**src/rtl/core/wpe_pkg.sv**
```systemverilog
// Shared definitions for the waveform peak envelope block.
// Widths, register indexes, state codes, lane control types and the sample magnitude function.
// No dependencies.
package wpe_pkg;

   localparam int MAX_PIXELS = 4096;
   localparam int FRAC_BITS  = 8;

   localparam int SAMPLE_W   = 32;
   localparam int MAG_W      = 32;
   localparam int HH_W       = 11;
   localparam int SPP_W      = 24;
   localparam int FMT_W      = 2;
   localparam int LIMIT_W    = 13;
   localparam int PIX_W      = 13;
   localparam int IDX_W      = $clog2(MAX_PIXELS);
   localparam int Y_W        = 12;
   localparam int CNT_W      = 32;
   localparam int POS_W      = CNT_W + FRAC_BITS + 1;
   localparam int PROD_W     = MAG_W + HH_W;
   localparam int DIV_CNT_W  = $clog2(PROD_W + 1);
   localparam int RES_W      = 2;
   localparam int CSR_IDX_W  = 3;
   localparam int CSR_DATA_W = 32;

   // step = floor(spp / (10 << FRAC_BITS)) = floor((spp >> (FRAC_BITS+1)) / 5)
   localparam int STEP_SHIFT   = FRAC_BITS + 1;
   localparam int STEP_IN_W    = SPP_W - STEP_SHIFT;
   localparam int RECIP_W      = 16;
   localparam int RECIP_SHIFT  = 18;
   localparam int STEP_PROD_W  = STEP_IN_W + RECIP_W;
   localparam int STEP_Q_W     = STEP_PROD_W - RECIP_SHIFT;
   localparam logic [RECIP_W-1:0] STEP_RECIP = RECIP_W'(52429);

   localparam logic [SPP_W-1:0]   SPP_ONE   = SPP_W'(1 << FRAC_BITS);
   localparam logic [LIMIT_W-1:0] LIMIT_MAX = LIMIT_W'(MAX_PIXELS);
   localparam logic [7:0]         OFFSET8   = 8'd127;

   localparam logic [FMT_W-1:0] FMT_U8  = 2'd0;
   localparam logic [FMT_W-1:0] FMT_S16 = 2'd1;
   localparam logic [FMT_W-1:0] FMT_S32 = 2'd2;

   localparam logic [CSR_IDX_W-1:0] CSR_SPP    = 3'd0;
   localparam logic [CSR_IDX_W-1:0] CSR_FORMAT = 3'd1;
   localparam logic [CSR_IDX_W-1:0] CSR_STEREO = 3'd2;
   localparam logic [CSR_IDX_W-1:0] CSR_HALF   = 3'd3;
   localparam logic [CSR_IDX_W-1:0] CSR_PEAK   = 3'd4;
   localparam logic [CSR_IDX_W-1:0] CSR_LIMIT  = 3'd5;

   typedef enum logic [2:0] {
      ST_IDLE,
      ST_COUNT,
      ST_CLOSE,
      ST_TAKE,
      ST_DIV,
      ST_EMIT
   } state_type;

   typedef struct packed {
      logic load;
      logic clear;
      logic close;
      logic seed;
      logic scale;
      logic take;
      logic shift;
   } lane_ctl_type;

   typedef struct packed {
      logic            busy;
      logic [HH_W-1:0] q;
   } lane_stat_type;

   function automatic logic [MAG_W-1:0] magnitude(input logic [SAMPLE_W-1:0] raw,
                                                  input logic [FMT_W-1:0] fmt);
      logic [7:0]       b;
      logic [15:0]      h;
      logic [MAG_W-1:0] mag;
      b = raw[7:0];
      h = raw[15:0];
      case (fmt)
         FMT_U8: begin
            mag = (b >= OFFSET8) ? MAG_W'(b - OFFSET8) : MAG_W'(OFFSET8 - b);
         end
         FMT_S16: begin
            mag = h[15] ? MAG_W'(17'h10000 - {1'b0, h}) : MAG_W'(h);
         end
         default: begin
            mag = raw[SAMPLE_W-1] ? (MAG_W'(0) - raw) : raw;
         end
      endcase
      return mag;
   endfunction

endpackage

```
**src/rtl/core/wpe_divider.sv**
```systemverilog
// Scaling unit: q = min(half, floor(mag * half / peak)), restoring division, one bit a cycle.
// Depends on wpe_pkg.
module wpe_divider (
   input  logic                       clock,
   input  logic                       reset,
   input  logic                       start,
   input  logic [wpe_pkg::MAG_W-1:0]  mag,
   input  logic [wpe_pkg::HH_W-1:0]   half,
   input  logic [wpe_pkg::MAG_W-1:0]  peak,
   output logic                       busy,
   output logic [wpe_pkg::HH_W-1:0]   q
);
   import wpe_pkg::*;

   logic [PROD_W-1:0]    num_ff, num_in;
   logic [PROD_W-1:0]    quot_ff, quot_in;
   logic [MAG_W-1:0]     rem_ff, rem_in;
   logic [DIV_CNT_W-1:0] cnt_ff, cnt_in;
   logic                 busy_ff, busy_in;
   logic                 mag_nz_ff, mag_nz_in;
   logic [HH_W-1:0]      q_ff, q_in;

   logic [MAG_W:0]     rem_sh;
   logic [MAG_W:0]     rem_sub;
   logic               ge;
   logic [MAG_W-1:0]   rem_next;
   logic [PROD_W-1:0]  quot_next;
   logic [HH_W-1:0]    q_final;

   always_comb begin
      rem_sh    = {rem_ff, num_ff[PROD_W-1]};
      rem_sub   = rem_sh - {1'b0, peak};
      ge        = rem_sh >= {1'b0, peak};
      rem_next  = ge ? rem_sub[MAG_W-1:0] : rem_sh[MAG_W-1:0];
      quot_next = {quot_ff[PROD_W-2:0], ge};
      if (peak == '0) begin
         q_final = mag_nz_ff ? half : '0;
      end else if (quot_next > PROD_W'(half)) begin
         q_final = half;
      end else begin
         q_final = quot_next[HH_W-1:0];
      end
   end

   always_comb begin
      num_in    = num_ff;
      quot_in   = quot_ff;
      rem_in    = rem_ff;
      cnt_in    = cnt_ff;
      busy_in   = busy_ff;
      mag_nz_in = mag_nz_ff;
      q_in      = q_ff;
      if (start) begin
         num_in    = PROD_W'(mag) * PROD_W'(half);
         quot_in   = '0;
         rem_in    = '0;
         cnt_in    = DIV_CNT_W'(PROD_W);
         busy_in   = 1'b1;
         mag_nz_in = |mag;
      end else if (busy_ff) begin
         num_in  = {num_ff[PROD_W-2:0], 1'b0};
         quot_in = quot_next;
         rem_in  = rem_next;
         cnt_in  = cnt_ff - 1'b1;
         if (cnt_ff == DIV_CNT_W'(1)) begin
            busy_in = 1'b0;
            q_in    = q_final;
         end
      end
   end

   always_ff @(posedge clock) begin
      if (reset) begin
         busy_ff <= 1'b0;
         cnt_ff  <= '0;
      end else begin
         busy_ff <= busy_in;
         cnt_ff  <= cnt_in;
      end
      num_ff    <= num_in;
      quot_ff   <= quot_in;
      rem_ff    <= rem_in;
      mag_nz_ff <= mag_nz_in;
      q_ff      <= q_in;
   end

   assign busy = busy_ff;
   assign q    = q_ff;

endmodule

```
**src/rtl/core/wpe_lane.sv**
```systemverilog
// One channel lane: sample magnitude, window maximum, previous-frame magnitude and scaling unit.
// Depends on wpe_pkg and wpe_divider.
module wpe_lane (
   input  logic                           clock,
   input  logic                           reset,
   input  logic [wpe_pkg::SAMPLE_W-1:0]   sample,
   input  logic                           enable,
   input  logic [wpe_pkg::FMT_W-1:0]      fmt,
   input  logic [wpe_pkg::HH_W-1:0]       half,
   input  logic [wpe_pkg::MAG_W-1:0]      peak,
   input  wpe_pkg::lane_ctl_type          ctl,
   output wpe_pkg::lane_stat_type         stat
);
   import wpe_pkg::*;

   logic [MAG_W-1:0] mag_ff, mag_in;
   logic [MAG_W-1:0] prev_ff, prev_in;
   logic [MAG_W-1:0] wmax_ff, wmax_in;
   logic             div_busy;
   logic [HH_W-1:0]  div_q;

   always_comb begin
      mag_in  = mag_ff;
      prev_in = prev_ff;
      wmax_in = wmax_ff;
      if (ctl.load) begin
         mag_in = enable ? magnitude(sample, fmt) : '0;
      end
      if (ctl.clear) begin
         wmax_in = '0;
      end else if (ctl.close) begin
         wmax_in = ctl.seed ? prev_ff : '0;
      end else if (ctl.take && (mag_ff > wmax_ff)) begin
         wmax_in = mag_ff;
      end
      if (ctl.shift) begin
         prev_in = mag_ff;
      end
   end

   always_ff @(posedge clock) begin
      if (reset) begin
         mag_ff  <= '0;
         prev_ff <= '0;
         wmax_ff <= '0;
      end else begin
         mag_ff  <= mag_in;
         prev_ff <= prev_in;
         wmax_ff <= wmax_in;
      end
   end

   wpe_divider u_div (
      .clock (clock),
      .reset (reset),
      .start (ctl.scale),
      .mag   (wmax_ff),
      .half  (half),
      .peak  (peak),
      .busy  (div_busy),
      .q     (div_q)
   );

   assign stat.busy = div_busy;
   assign stat.q    = div_q;

endmodule

```
**src/rtl/core/waveform_peak_envelope.sv**
```systemverilog
// Top level: configuration registers, window sequencer, two channel lanes and result merge.
// Depends on wpe_pkg and wpe_lane.
//
//  port group | dir | contents
//  req_*      | in  | tdata {right_sample, left_sample}, tuser first_sample, tlast last_sample
//  rsp_*      | out | tdata {y_offset, pixel_index}, tuser channel, tlast last_of_run
//  csr_*      | in  | register index and write data, always ready
//
// A request passes through accept, count, close check and take when no pixel closes;
// the first frame skips the close check, a request with no range active ends after count,
// results follow take; a closing pixel first waits on the bit-serial scaling unit of each lane.
// One request is in flight at a time; a stalled result holds req_tready low.
// Synchronous reset returns the configuration to defaults and the range to idle.
module waveform_peak_envelope (
   input  logic        clock,
   input  logic        reset,
   input  logic        req_tvalid,
   output logic        req_tready,
   input  logic [63:0] req_tdata,   // left_sample[31:0], right_sample[63:32]
   input  logic [0:0]  req_tuser,   // first_sample[0]
   input  logic        req_tlast,
   output logic        rsp_tvalid,
   input  logic        rsp_tready,
   output logic [23:0] rsp_tdata,   // pixel_index[11:0], y_offset[23:12]
   output logic [0:0]  rsp_tuser,   // channel[0]
   output logic        rsp_tlast,
   input  logic        csr_valid,
   output logic        csr_ready,
   input  logic [wpe_pkg::CSR_IDX_W-1:0]  csr_index,
   input  logic [wpe_pkg::CSR_DATA_W-1:0] csr_data
);
   import wpe_pkg::*;

   state_type state_ff, state_in;

   logic [SPP_W-1:0]    spp_ff, spp_in;
   logic [FMT_W-1:0]    fmt_ff, fmt_in;
   logic                stereo_ff, stereo_in;
   logic [HH_W-1:0]     half_ff, half_in;
   logic [MAG_W-1:0]    peak_ff, peak_in;
   logic [LIMIT_W-1:0]  limit_ff, limit_in;
   logic [STEP_Q_W-1:0] step_ff, step_in;

   logic [CNT_W-1:0]    cnt_ff, cnt_in;
   logic [PIX_W-1:0]    pix_ff, pix_in;
   logic [POS_W-1:0]    wend_ff, wend_in;
   logic [POS_W-1:0]    ntake_ff, ntake_in;
   logic                active_ff, active_in;
   logic                first_ff, first_in;
   logic                last_ff, last_in;
   logic                emit_ff, emit_in;
   logic                window_ff, window_in;
   logic [IDX_W-1:0]    pix_out_ff, pix_out_in;
   logic [RES_W-1:0]    idx_ff, idx_in;
   logic [RES_W-1:0]    last_idx_ff, last_idx_in;

   logic                   accept;
   logic [SPP_W-1:0]       spp_eff;
   logic [STEP_PROD_W-1:0] step_prod;
   logic [STEP_Q_W-1:0]    step_q;
   logic [LIMIT_W-1:0]     lim;
   logic [POS_W-1:0]       pos;
   logic [POS_W-1:0]       step_pos;
   logic                   closing;
   logic                   seed;
   logic                   room;
   logic                   take_ok;

   lane_ctl_type  ctl;
   lane_stat_type stat_l, stat_r;

   logic [HH_W-1:0] q_sel;
   logic [Y_W-1:0]  y_mag;
   logic [Y_W-1:0]  y_out;
   logic            chan_out;

   assign accept = req_tvalid & req_tready;

   always_comb begin
      spp_eff   = (spp_ff < SPP_ONE) ? SPP_ONE : spp_ff;
      step_prod = STEP_PROD_W'(spp_eff[SPP_W-1:STEP_SHIFT]) * STEP_PROD_W'(STEP_RECIP);
      step_q    = step_prod[STEP_PROD_W-1:RECIP_SHIFT];
      step_in   = (step_q == '0) ? STEP_Q_W'(1) : step_q;
      lim       = (limit_ff > LIMIT_MAX) ? LIMIT_MAX : limit_ff;
      pos       = POS_W'({cnt_ff, {FRAC_BITS{1'b0}}});
      step_pos  = POS_W'({step_ff, {FRAC_BITS{1'b0}}});
      closing   = pos >= wend_ff;
      seed      = (wend_ff >> FRAC_BITS) < POS_W'(cnt_ff);
      room      = pix_ff < lim;
      take_ok   = (ntake_ff < wend_ff) && ((ntake_ff >> FRAC_BITS) <= POS_W'(cnt_ff));
   end

   // configuration writes
   always_comb begin
      spp_in    = spp_ff;
      fmt_in    = fmt_ff;
      stereo_in = stereo_ff;
      half_in   = half_ff;
      peak_in   = peak_ff;
      limit_in  = limit_ff;
      if (csr_valid && csr_ready) begin
         case (csr_index)
            CSR_SPP:    spp_in    = csr_data[SPP_W-1:0];
            CSR_FORMAT: fmt_in    = csr_data[FMT_W-1:0];
            CSR_STEREO: stereo_in = csr_data[0];
            CSR_HALF:   half_in   = csr_data[HH_W-1:0];
            CSR_PEAK:   peak_in   = csr_data[MAG_W-1:0];
            CSR_LIMIT:  limit_in  = csr_data[LIMIT_W-1:0];
            default: begin
            end
         endcase
      end
   end

   // next state
   always_comb begin
      state_in = state_ff;
      case (state_ff)
         ST_IDLE: begin
            if (accept) state_in = ST_COUNT;
         end
         ST_COUNT: begin
            if (first_ff) begin
               state_in = ST_TAKE;
            end else if (active_ff) begin
               state_in = ST_CLOSE;
            end else begin
               state_in = ST_IDLE;
            end
         end
         ST_CLOSE: begin
            state_in = ST_TAKE;
         end
         ST_TAKE: begin
            if (!emit_ff) begin
               state_in = ST_IDLE;
            end else if (window_ff) begin
               state_in = ST_DIV;
            end else begin
               state_in = ST_EMIT;
            end
         end
         ST_DIV: begin
            if (!stat_l.busy) state_in = ST_EMIT;
         end
         ST_EMIT: begin
            if (rsp_tready && (idx_ff == last_idx_ff)) state_in = ST_IDLE;
         end
         default: begin
            state_in = ST_IDLE;
         end
      endcase
   end

   // handshakes and lane control
   always_comb begin
      req_tready = (state_ff == ST_IDLE);
      rsp_tvalid = (state_ff == ST_EMIT);
      csr_ready  = 1'b1;
      ctl.load   = accept;
      ctl.clear  = (state_ff == ST_COUNT) && first_ff;
      ctl.close  = (state_ff == ST_CLOSE) && closing;
      ctl.seed   = seed;
      ctl.scale  = (state_ff == ST_CLOSE) && closing && room;
      ctl.take   = (state_ff == ST_TAKE) && take_ok;
      ctl.shift  = (state_ff == ST_TAKE);
   end

   // window sequencer
   always_comb begin
      cnt_in      = cnt_ff;
      pix_in      = pix_ff;
      wend_in     = wend_ff;
      ntake_in    = ntake_ff;
      active_in   = active_ff;
      first_in    = first_ff;
      last_in     = last_ff;
      emit_in     = emit_ff;
      window_in   = window_ff;
      pix_out_in  = pix_out_ff;
      idx_in      = idx_ff;
      last_idx_in = last_idx_ff;
      case (state_ff)
         ST_IDLE: begin
            if (accept) begin
               first_in  = req_tuser[0];
               last_in   = req_tlast;
               emit_in   = 1'b0;
               window_in = 1'b0;
            end
         end
         ST_COUNT: begin
            if (first_ff) begin
               cnt_in      = '0;
               pix_in      = '0;
               wend_in     = POS_W'(spp_eff);
               ntake_in    = '0;
               active_in   = 1'b1;
               emit_in     = 1'b1;
               pix_out_in  = '0;
               idx_in      = '0;
               last_idx_in = stereo_ff ? RES_W'(1) : RES_W'(0);
            end else if (active_ff && (cnt_ff != '1)) begin
               cnt_in = cnt_ff + 1'b1;
            end
         end
         ST_CLOSE: begin
            if (closing) begin
               if (room) begin
                  emit_in     = 1'b1;
                  window_in   = 1'b1;
                  pix_out_in  = pix_ff[IDX_W-1:0];
                  pix_in      = pix_ff + 1'b1;
                  idx_in      = '0;
                  last_idx_in = stereo_ff ? RES_W'(3) : RES_W'(1);
               end
               wend_in  = wend_ff + POS_W'(spp_eff);
               ntake_in = seed ? (wend_ff + step_pos) : wend_ff;
            end
         end
         ST_TAKE: begin
            if (take_ok) ntake_in = ntake_ff + step_pos;
            if (last_ff) active_in = 1'b0;
         end
         ST_EMIT: begin
            if (rsp_tready) idx_in = idx_ff + 1'b1;
         end
         default: begin
         end
      endcase
   end

   always_ff @(posedge clock) begin
      if (reset) begin
         state_ff  <= ST_IDLE;
         spp_ff    <= SPP_ONE;
         fmt_ff    <= FMT_U8;
         stereo_ff <= 1'b0;
         half_ff   <= '0;
         peak_ff   <= MAG_W'(1);
         limit_ff  <= LIMIT_MAX;
         step_ff   <= STEP_Q_W'(1);
         cnt_ff    <= '0;
         pix_ff    <= '0;
         wend_ff   <= '0;
         ntake_ff  <= '0;
         active_ff <= 1'b0;
         emit_ff   <= 1'b0;
         window_ff <= 1'b0;
         idx_ff    <= '0;
      end else begin
         state_ff  <= state_in;
         spp_ff    <= spp_in;
         fmt_ff    <= fmt_in;
         stereo_ff <= stereo_in;
         half_ff   <= half_in;
         peak_ff   <= peak_in;
         limit_ff  <= limit_in;
         step_ff   <= step_in;
         cnt_ff    <= cnt_in;
         pix_ff    <= pix_in;
         wend_ff   <= wend_in;
         ntake_ff  <= ntake_in;
         active_ff <= active_in;
         emit_ff   <= emit_in;
         window_ff <= window_in;
         idx_ff    <= idx_in;
      end
      first_ff    <= first_in;
      last_ff     <= last_in;
      pix_out_ff  <= pix_out_in;
      last_idx_ff <= last_idx_in;
   end

   wpe_lane u_lane_l (
      .clock  (clock),
      .reset  (reset),
      .sample (req_tdata[31:0]),
      .enable (1'b1),
      .fmt    (fmt_ff),
      .half   (half_ff),
      .peak   (peak_ff),
      .ctl    (ctl),
      .stat   (stat_l)
   );

   wpe_lane u_lane_r (
      .clock  (clock),
      .reset  (reset),
      .sample (req_tdata[63:32]),
      .enable (stereo_ff),
      .fmt    (fmt_ff),
      .half   (half_ff),
      .peak   (peak_ff),
      .ctl    (ctl),
      .stat   (stat_r)
   );

   // merge: +q then -q per channel, or zero offsets for the first frame
   always_comb begin
      q_sel    = idx_ff[1] ? stat_r.q : stat_l.q;
      y_mag    = window_ff ? Y_W'(q_sel) : '0;
      y_out    = idx_ff[0] ? (Y_W'(0) - y_mag) : y_mag;
      chan_out = window_ff ? idx_ff[1] : idx_ff[0];
   end

   assign rsp_tdata    = {y_out, pix_out_ff};
   assign rsp_tuser[0] = chan_out;
   assign rsp_tlast    = (idx_ff == last_idx_ff);

   a_no_overlap: assert property (@(posedge clock) disable iff (reset)
      !(req_tready && rsp_tvalid))
      else $error("request accepted while results pending");
   a_div_done: assert property (@(posedge clock) disable iff (reset)
      (state_ff == ST_EMIT) |-> (!stat_l.busy && !stat_r.busy))
      else $error("result shown while scaling unit busy");
   a_pix_bound: assert property (@(posedge clock) disable iff (reset)
      pix_ff <= PIX_W'(LIMIT_MAX))
      else $error("pixel counter past maximum");
   a_accept_seq: assert property (@(posedge clock) disable iff (reset)
      (req_tvalid && req_tready) |=> (state_ff == ST_COUNT))
      else $error("accepted request not counted");
   a_right_stereo: assert property (@(posedge clock) disable iff (reset)
      (rsp_tvalid && rsp_tuser[0]) |-> stereo_ff)
      else $error("right channel result in mono mode");

endmodule

```
**config.mk**
```make
export PLATFORM = sky130hd
export DESIGN_NAME = waveform_peak_envelope
export DESIGN_NICKNAME = d
export VERILOG_FILES = /design/src/rtl/core/wpe_pkg.sv /design/src/rtl/core/wpe_divider.sv /design/src/rtl/core/wpe_lane.sv /design/src/rtl/core/waveform_peak_envelope.sv
export SDC_FILE = /design/constraint.sdc
export NUM_CORES = 2
export LEC_CHECK = 0
export BUFFER_PORTS_ARGS = -buffer_cell sky130_fd_sc_hd__buf_2
export CORE_MARGIN = 3
export CORE_UTILIZATION = 45
export DETAILED_ROUTE_END_ITERATION = 10
export PLACE_DENSITY_LB_ADDON = 0.15
export SYNTH_ARGS = -nofsm -noshare
export SYNTH_HDL_FRONTEND = slang
export SYNTH_HIERARCHICAL = 1
export SYNTH_SLANG_ARGS = --single-unit
```
**constraint.sdc**
```tcl
create_clock -name clock -period 8.38 [get_ports clock]
set_clock_uncertainty 0.15 [all_clocks]
set_input_delay 0 -clock clock [delete_from_list [all_inputs] [get_ports clock]]
set_output_delay 0 -clock clock [all_outputs]
set_load 0.02 [all_outputs]
```
Yosys cells after proc, flatten, opt, wreduce, memory -nomap -nowiden
Cells that the tools add are included.
{"block": "word_totals", "out_inout_bits": 29, "mem_count": 0, "ff_bits": 711, "mem_bits_rw": 0, "latch_bits": 0, "romBits": 0, "wordCells": 241}
{"block": "op_classes", "bitwise": 2, "muxes": 88, "div_mod_pow": 0, "add_sub_neg": 19, "magnitude_cmp": 15, "shift": 0, "reduce_logical": 48, "multipliers": 3, "eq_ne": 24}
{"operator": "32-bit two-way mux", "count": 17}
{"operator": "41-bit two-way mux", "count": 6}
{"operator": "43-bit two-way mux", "count": 4}
{"operator": "32-bit case mux with 2 select lines", "count": 2}
{"operator": "41-bit case mux with 3 select lines", "count": 1}
{"operator": "11-bit two-way mux", "count": 8}
{"operator": "43-bit by 11-bit > comparator with 1-bit output", "count": 2}
{"operator": "32-bit by 11-bit multiplier with 43-bit output", "count": 2}
{"operator": "41-bit by 21-bit adder with 41-bit output", "count": 2}
{"operator": "41-bit case mux with 2 select lines", "count": 1}
{"operator": "33-bit by 32-bit >= comparator with 1-bit output", "count": 2}
{"operator": "32-bit > comparator", "count": 2}
{"operator": "32-bit OR reduction", "count": 2}
{"operator": "1-bit by 32-bit subtractor with 32-bit output (first input constant)", "count": 2}
{"operator": "32-bit subtractor", "count": 2}
{"operator": "13-bit two-way mux", "count": 4}
{"operator": "12-bit two-way mux", "count": 4}
{"operator": "41-bit by 24-bit adder with 41-bit output", "count": 1}
{"operator": "40-bit by 41-bit >= comparator with 1-bit output", "count": 1}
{"operator": "41-bit < comparator", "count": 1}
{"operator": "17-bit by 16-bit subtractor with 18-bit output (first input constant)", "count": 2}
{"operator": "33-bit by 32-bit less-or-equal comparator with 1-bit output", "count": 1}
{"operator": "33-bit by 32-bit < comparator with 1-bit output", "count": 1}
{"operator": "32-bit by 1-bit adder with 32-bit output (second input constant)", "count": 1}
{"operator": "46 further kinds", "count": 128}

Depth between registers and ports, before layout
{"block": "depth", "ltp_word": 6, "ltp_mapped": 29, "depth_no_buf": 27}

By module
The synthesis kept the hierarchy.
{"mod": "waveform_peak_envelope", "n_inst": 1, "area_each_um2": 20783.7, "cells_each": 2546}
{"mod": "wpe_divider at u_lane_l.u_div", "n_inst": 1, "area_each_um2": 18723.0, "cells_each": 2135}
{"mod": "wpe_divider at u_lane_r.u_div", "n_inst": 1, "area_each_um2": 18684.2, "cells_each": 2119}
{"mod": "wpe_lane at u_lane_l", "n_inst": 1, "area_each_um2": 6055.8, "cells_each": 744}
{"mod": "wpe_lane at u_lane_r", "n_inst": 1, "area_each_um2": 6015.8, "cells_each": 747}

Worst setup path after synthesis
No wires, ideal clock.
{"block": "synth_timing", "kind": "reg-to-reg", "startpoint": "register spp_ff[22]", "endpoint": "register step_ff[0]", "n_path_buf": 2, "stages_incl_launch_ff": 27, "period_less_slack_ns": 6.290, "setup_slack_ns": 2.090, "arrival_ns": 6.053, "path_cell_list": "dfxtp_1 -> inv_1 -> ha_1 -> nor4b_1 -> nand4_1 -> clkbuf_1 -> and2_1 -> ha_1 -> fa_1 -> fa_1 -> inv_1 -> fa_1 -> inv_1 -> fa_1 -> inv_1 -> fa_1 -> inv_1 -> ha_1 -> clkbuf_1 -> a21o_1 -> a21o_1 -> a21oi_1 -> nand3_1 -> a31o_2 -> a221oi_1 -> nand4_1 -> o31ai_1"}
{"block": "synth_between", "elab_chain_len": 5}
{"item": "start: declaration", "line_no": "waveform_peak_envelope.sv:36", "rtl": "logic [SPP_W-1:0] spp_ff, spp_in;"}
{"item": "start signal: assignment", "line_no": "waveform_peak_envelope.sv:253", "rtl": "spp_ff <= spp_in;"}
{"item": "24-bit by 9-bit < comparator with 1-bit output", "line_no": "waveform_peak_envelope.sv:80", "rtl": "spp_eff = (spp_ff < SPP_ONE) ? SPP_ONE : spp_ff;"}
{"item": "24-bit two-way mux *", "line_no": "waveform_peak_envelope.sv:80"}
{"item": "15-bit by 16-bit multiplier with 31-bit output *", "line_no": "waveform_peak_envelope.sv:81", "rtl": "step_prod = STEP_PROD_W'(spp_eff[SPP_W-1:STEP_SHIFT]) * STEP_PROD_W'(STEP_RECIP);"}
{"item": "13-bit logical NOT", "line_no": "waveform_peak_envelope.sv:83", "rtl": "step_in = (step_q == '0) ? STEP_Q_W'(1) : step_q;"}
{"item": "2-bit OR reduction (no line)"}
{"item": "end signal: assignment", "line_no": "waveform_peak_envelope.sv:259", "rtl": "step_ff <= step_in;"}
{"item": "end: declaration", "line_no": "waveform_peak_envelope.sv:42", "rtl": "logic [STEP_Q_W-1:0] step_ff, step_in;"}
Every way passes the cells marked *; elsewhere a longest branch is shown, timed or not.
A chain may end at the register's enable or synchronous reset.

Worst setup path after layout
{"block": "layout_timing", "startpoint": "register half_ff[7]", "endpoint": "register u_lane_l.u_div.num_ff[35], data pin"}
{"block": "layout_between", "elab_chain_len": 2}
{"item": "start: declaration", "line_no": "waveform_peak_envelope.sv:39", "rtl": "logic [HH_W-1:0] half_ff, half_in;"}
{"item": "start signal: assignment", "line_no": "waveform_peak_envelope.sv:256", "rtl": "half_ff <= half_in;"}
{"item": "32-bit by 11-bit multiplier with 43-bit output", "line_no": "wpe_divider.sv:54", "rtl": "num_in = PROD_W'(mag) * PROD_W'(half);"}
{"item": "43-bit two-way mux", "line_no": "wpe_divider.sv:53", "rtl": "if (start) begin"}
{"item": "via u_lane_l.u_div.num_in[35]", "line_no": "wpe_divider.sv:15", "rtl": "logic [PROD_W-1:0] num_ff, num_in;"}
{"item": "end signal: assignment", "line_no": "wpe_divider.sv:80", "rtl": "num_ff <= num_in;"}
{"item": "end: declaration", "line_no": "wpe_divider.sv:15"}
The timed path passes the listed nets, and every way through them passes these cells.

==> impl_metrics.env <==
export IMPL_status="complete, no violations"
export IMPL_grt_pass1_wl_um=333000
export IMPL_io_buffers=133
export IMPL_fp_coreArea_um2=155000
export IMPL_setup_ws_ps=1260
export IMPL_wire_per_inst_um=19.7
export IMPL_dp_cells=10100
export IMPL_rsz0062_at_grt="no"
export IMPL_antenna_found_initial=3
export IMPL_final_nets=9753
export IMPL_placed_area_um2=72500
export IMPL_wl_um=207000
export IMPL_power_density_nw_per_um2=152
export IMPL_clockBufferDepth=3
export IMPL_power_leakage_nw=34.4
export IMPL_die_area_um2=161000
export IMPL_gr_total_overflow=0
export IMPL_crit_type="flop to flop"
export IMPL_grt_max_degree=91
export IMPL_hold_class="primary input to flop"
export IMPL_cts_max_level=3
export IMPL_syn_area_um2=70300
export IMPL_first_pass_iters=6
export IMPL_syn_area_per_cell_um2=8.47
export IMPL_vias=59600
export IMPL_worstPathMaxFanout=38
export IMPL_grt_use_total_pct=25.4
export IMPL_drc=0
export IMPL_num_fill_cells=14900
export IMPL_fin_crit_ps=7120
export IMPL_slew_viol_final=0
export IMPL_cp_arrival_ps=7420
export IMPL_timing_setup_tns_ps=0
export IMPL_syn_instance_count=8290
export IMPL_layout_common_cells="nand2_1, inv_1, ha_1"
export IMPL_drive_above_1_share_pct=6.43
export IMPL_routabilityCongestion=0.906
export IMPL_dieWidth_um=401
export IMPL_setup_viol=0
export IMPL_fin_util_pct=50.5
export IMPL_first_iter_violations=4282
export IMPL_cts_tree="done"
export IMPL_final_hold_viol_count=0
export IMPL_period_share_pct=84.9
export IMPL_startpoint_type="flop"
export IMPL_max_slew_margin_pct=15.5
export IMPL_fmax_ghz=0.141
export IMPL_grt_pass1_vias=60200
export IMPL_clock_sinks=711
export IMPL_rows=144
export IMPL_drtAntennaViolNets=0
export IMPL_worst_setup_path_end_kind="flop"
export IMPL_final_cell_count_no_fill=10500
export IMPL_numCtsBuffers=90
export IMPL_die_h_um=401
export IMPL_cap_violations=0
export IMPL_worstPathRequired_ps=8680
export IMPL_ctsRootBufferMaster="clkbuf_16"
export IMPL_ir_drop_mv=0.199
export IMPL_synth_warning_count=6
export IMPL_worstMarginPinSlew_ps=1270
export IMPL_worstSkewPairLatency_ps=730
export IMPL_io_pins=135
export IMPL_clk_pin_slew_worst_paths_ps=60
export IMPL_start_util_pct=45.4
export IMPL_post_place_ws_ps=1300
export IMPL_cts_setup_buffers=0
export IMPL_routed_via_density=5.66
export IMPL_area_delta_synth_final_pct=11.2
export IMPL_layout_commonest_cell="nand2_1"
export IMPL_dpl_hpwl_um=153000
export IMPL_final_cell_area_um2=78100
routing by layer:
| layer | up-vias | part of all wire [%] | global-route usage (%) |
|---|---|---|---|
| li1 | 28400 | - | - |
| met1 | 29200 | 45 | 34.3 |
| met2 | 1657 | 47 | 42.9 |
| met3 | 310 | 5.4 | 3.16 |
| met4 | 0 | 2.6 | 7.16 |
| met5 | - | 0 | 0 |
worst max-delay path, cell delays in order (launching register included):
cell      delay (ps)
dfxtp_2          910
nand2_1          180
fa_1             570
inv_1             50
fa_1             480
fa_1             560
fa_1             570
inv_1             60
fa_1             530
inv_1             40
ha_1             400
and4_1           270
nand3_1           90
a2111o_1         380
a31oi_1          330
o211ai_1         230
a21boi_0         430
a31oi_1          180
xnor2_1          150
mux2_2           260
flip-flops by register name, indices dropped and copies added, names as in the netlist, 13 cells and up:
register	flops
limit_ff	13
u_lane_r/mag_ff	32
spp_ff	24
u_lane_r/wmax_ff	32
ntake_ff	41
wend_ff	41
u_lane_l/wmax_ff	32
u_lane_r/u_div/quot_ff	42
cnt_ff	32
u_lane_l/u_div/rem_ff	32
u_lane_l/prev_ff	32
u_lane_r/u_div/num_ff	43
u_lane_l/mag_ff	32
u_lane_l/u_div/quot_ff	42
u_lane_r/prev_ff	32
pix_ff	13
peak_ff	32
u_lane_r/u_div/rem_ff	32
step_ff	13
u_lane_l/u_div/num_ff	43
final timing paths:
kind / start / end / slack, ps / cells past startpoint
worst max-delay path: half_ff[7]$_SDFFE_PP0P_ / u_lane_l/u_div/num_ff[35]$_DFFE_PP_ / 1260 / 19
worst min-delay path: csr_data[4] / spp_ff[4]$_SDFFE_PP0P_ / 70 / 4
worst max register to register: half_ff[7]$_SDFFE_PP0P_ / u_lane_l/u_div/num_ff[35]$_DFFE_PP_ / 1260 / 19
worst min register to register: limit_ff[0]$_SDFFE_PP0P_ / limit_ff[0]$_SDFFE_PP0P_ / 300 / 2
final cells by class:
| type | count | area, um^2 | share of cell area, % |
|---|---|---|---|
| tap | 2044 | 2560 | 3.27 |
| clock inverter | 44 | 510 | 0.654 |
| inverter | 992 | 3730 | 4.77 |
| timing repair buffer | 464 | 3850 | 4.93 |
| clock buffer | 124 | 2600 | 3.33 |
| multi-input combinational | 6150 | 49300 | 63.2 |
| sequential | 711 | 15500 | 19.9 |
| antenna | 3 | 7.51 | 0.00961 |
timing repair:
action | CTS | global route
hold endpoints to repair | 169 | 0
hold buffers | 252 | 0
resized for setup | 0 | 0
per-stage QoR:
step                hold slack, ps  total power (W)
floorplan                    -80.9          0.00686
global placement               109          0.00774
detailed placement             110          0.00776
CTS                           3.64           0.0120
global route                  40.8           0.0126
finish                        65.7           0.0119
report_power, final:
| part | leakage [nW] | total, W | switching (W) | internal, W |
|---|---|---|---|---|
| Combinational | 27.0 | 0.00387 | 0.00232 | 0.00155 |
| Sequential | 5.91 | 0.00397 | 0.000262 | 0.00371 |
| Clock | 1.52 | 0.00405 | 0.00166 | 0.00238 |
| Total | 34.4 | 0.0119 | 0.00425 | 0.00764 |
Note: power is estimated with default switching activity, not from simulation.
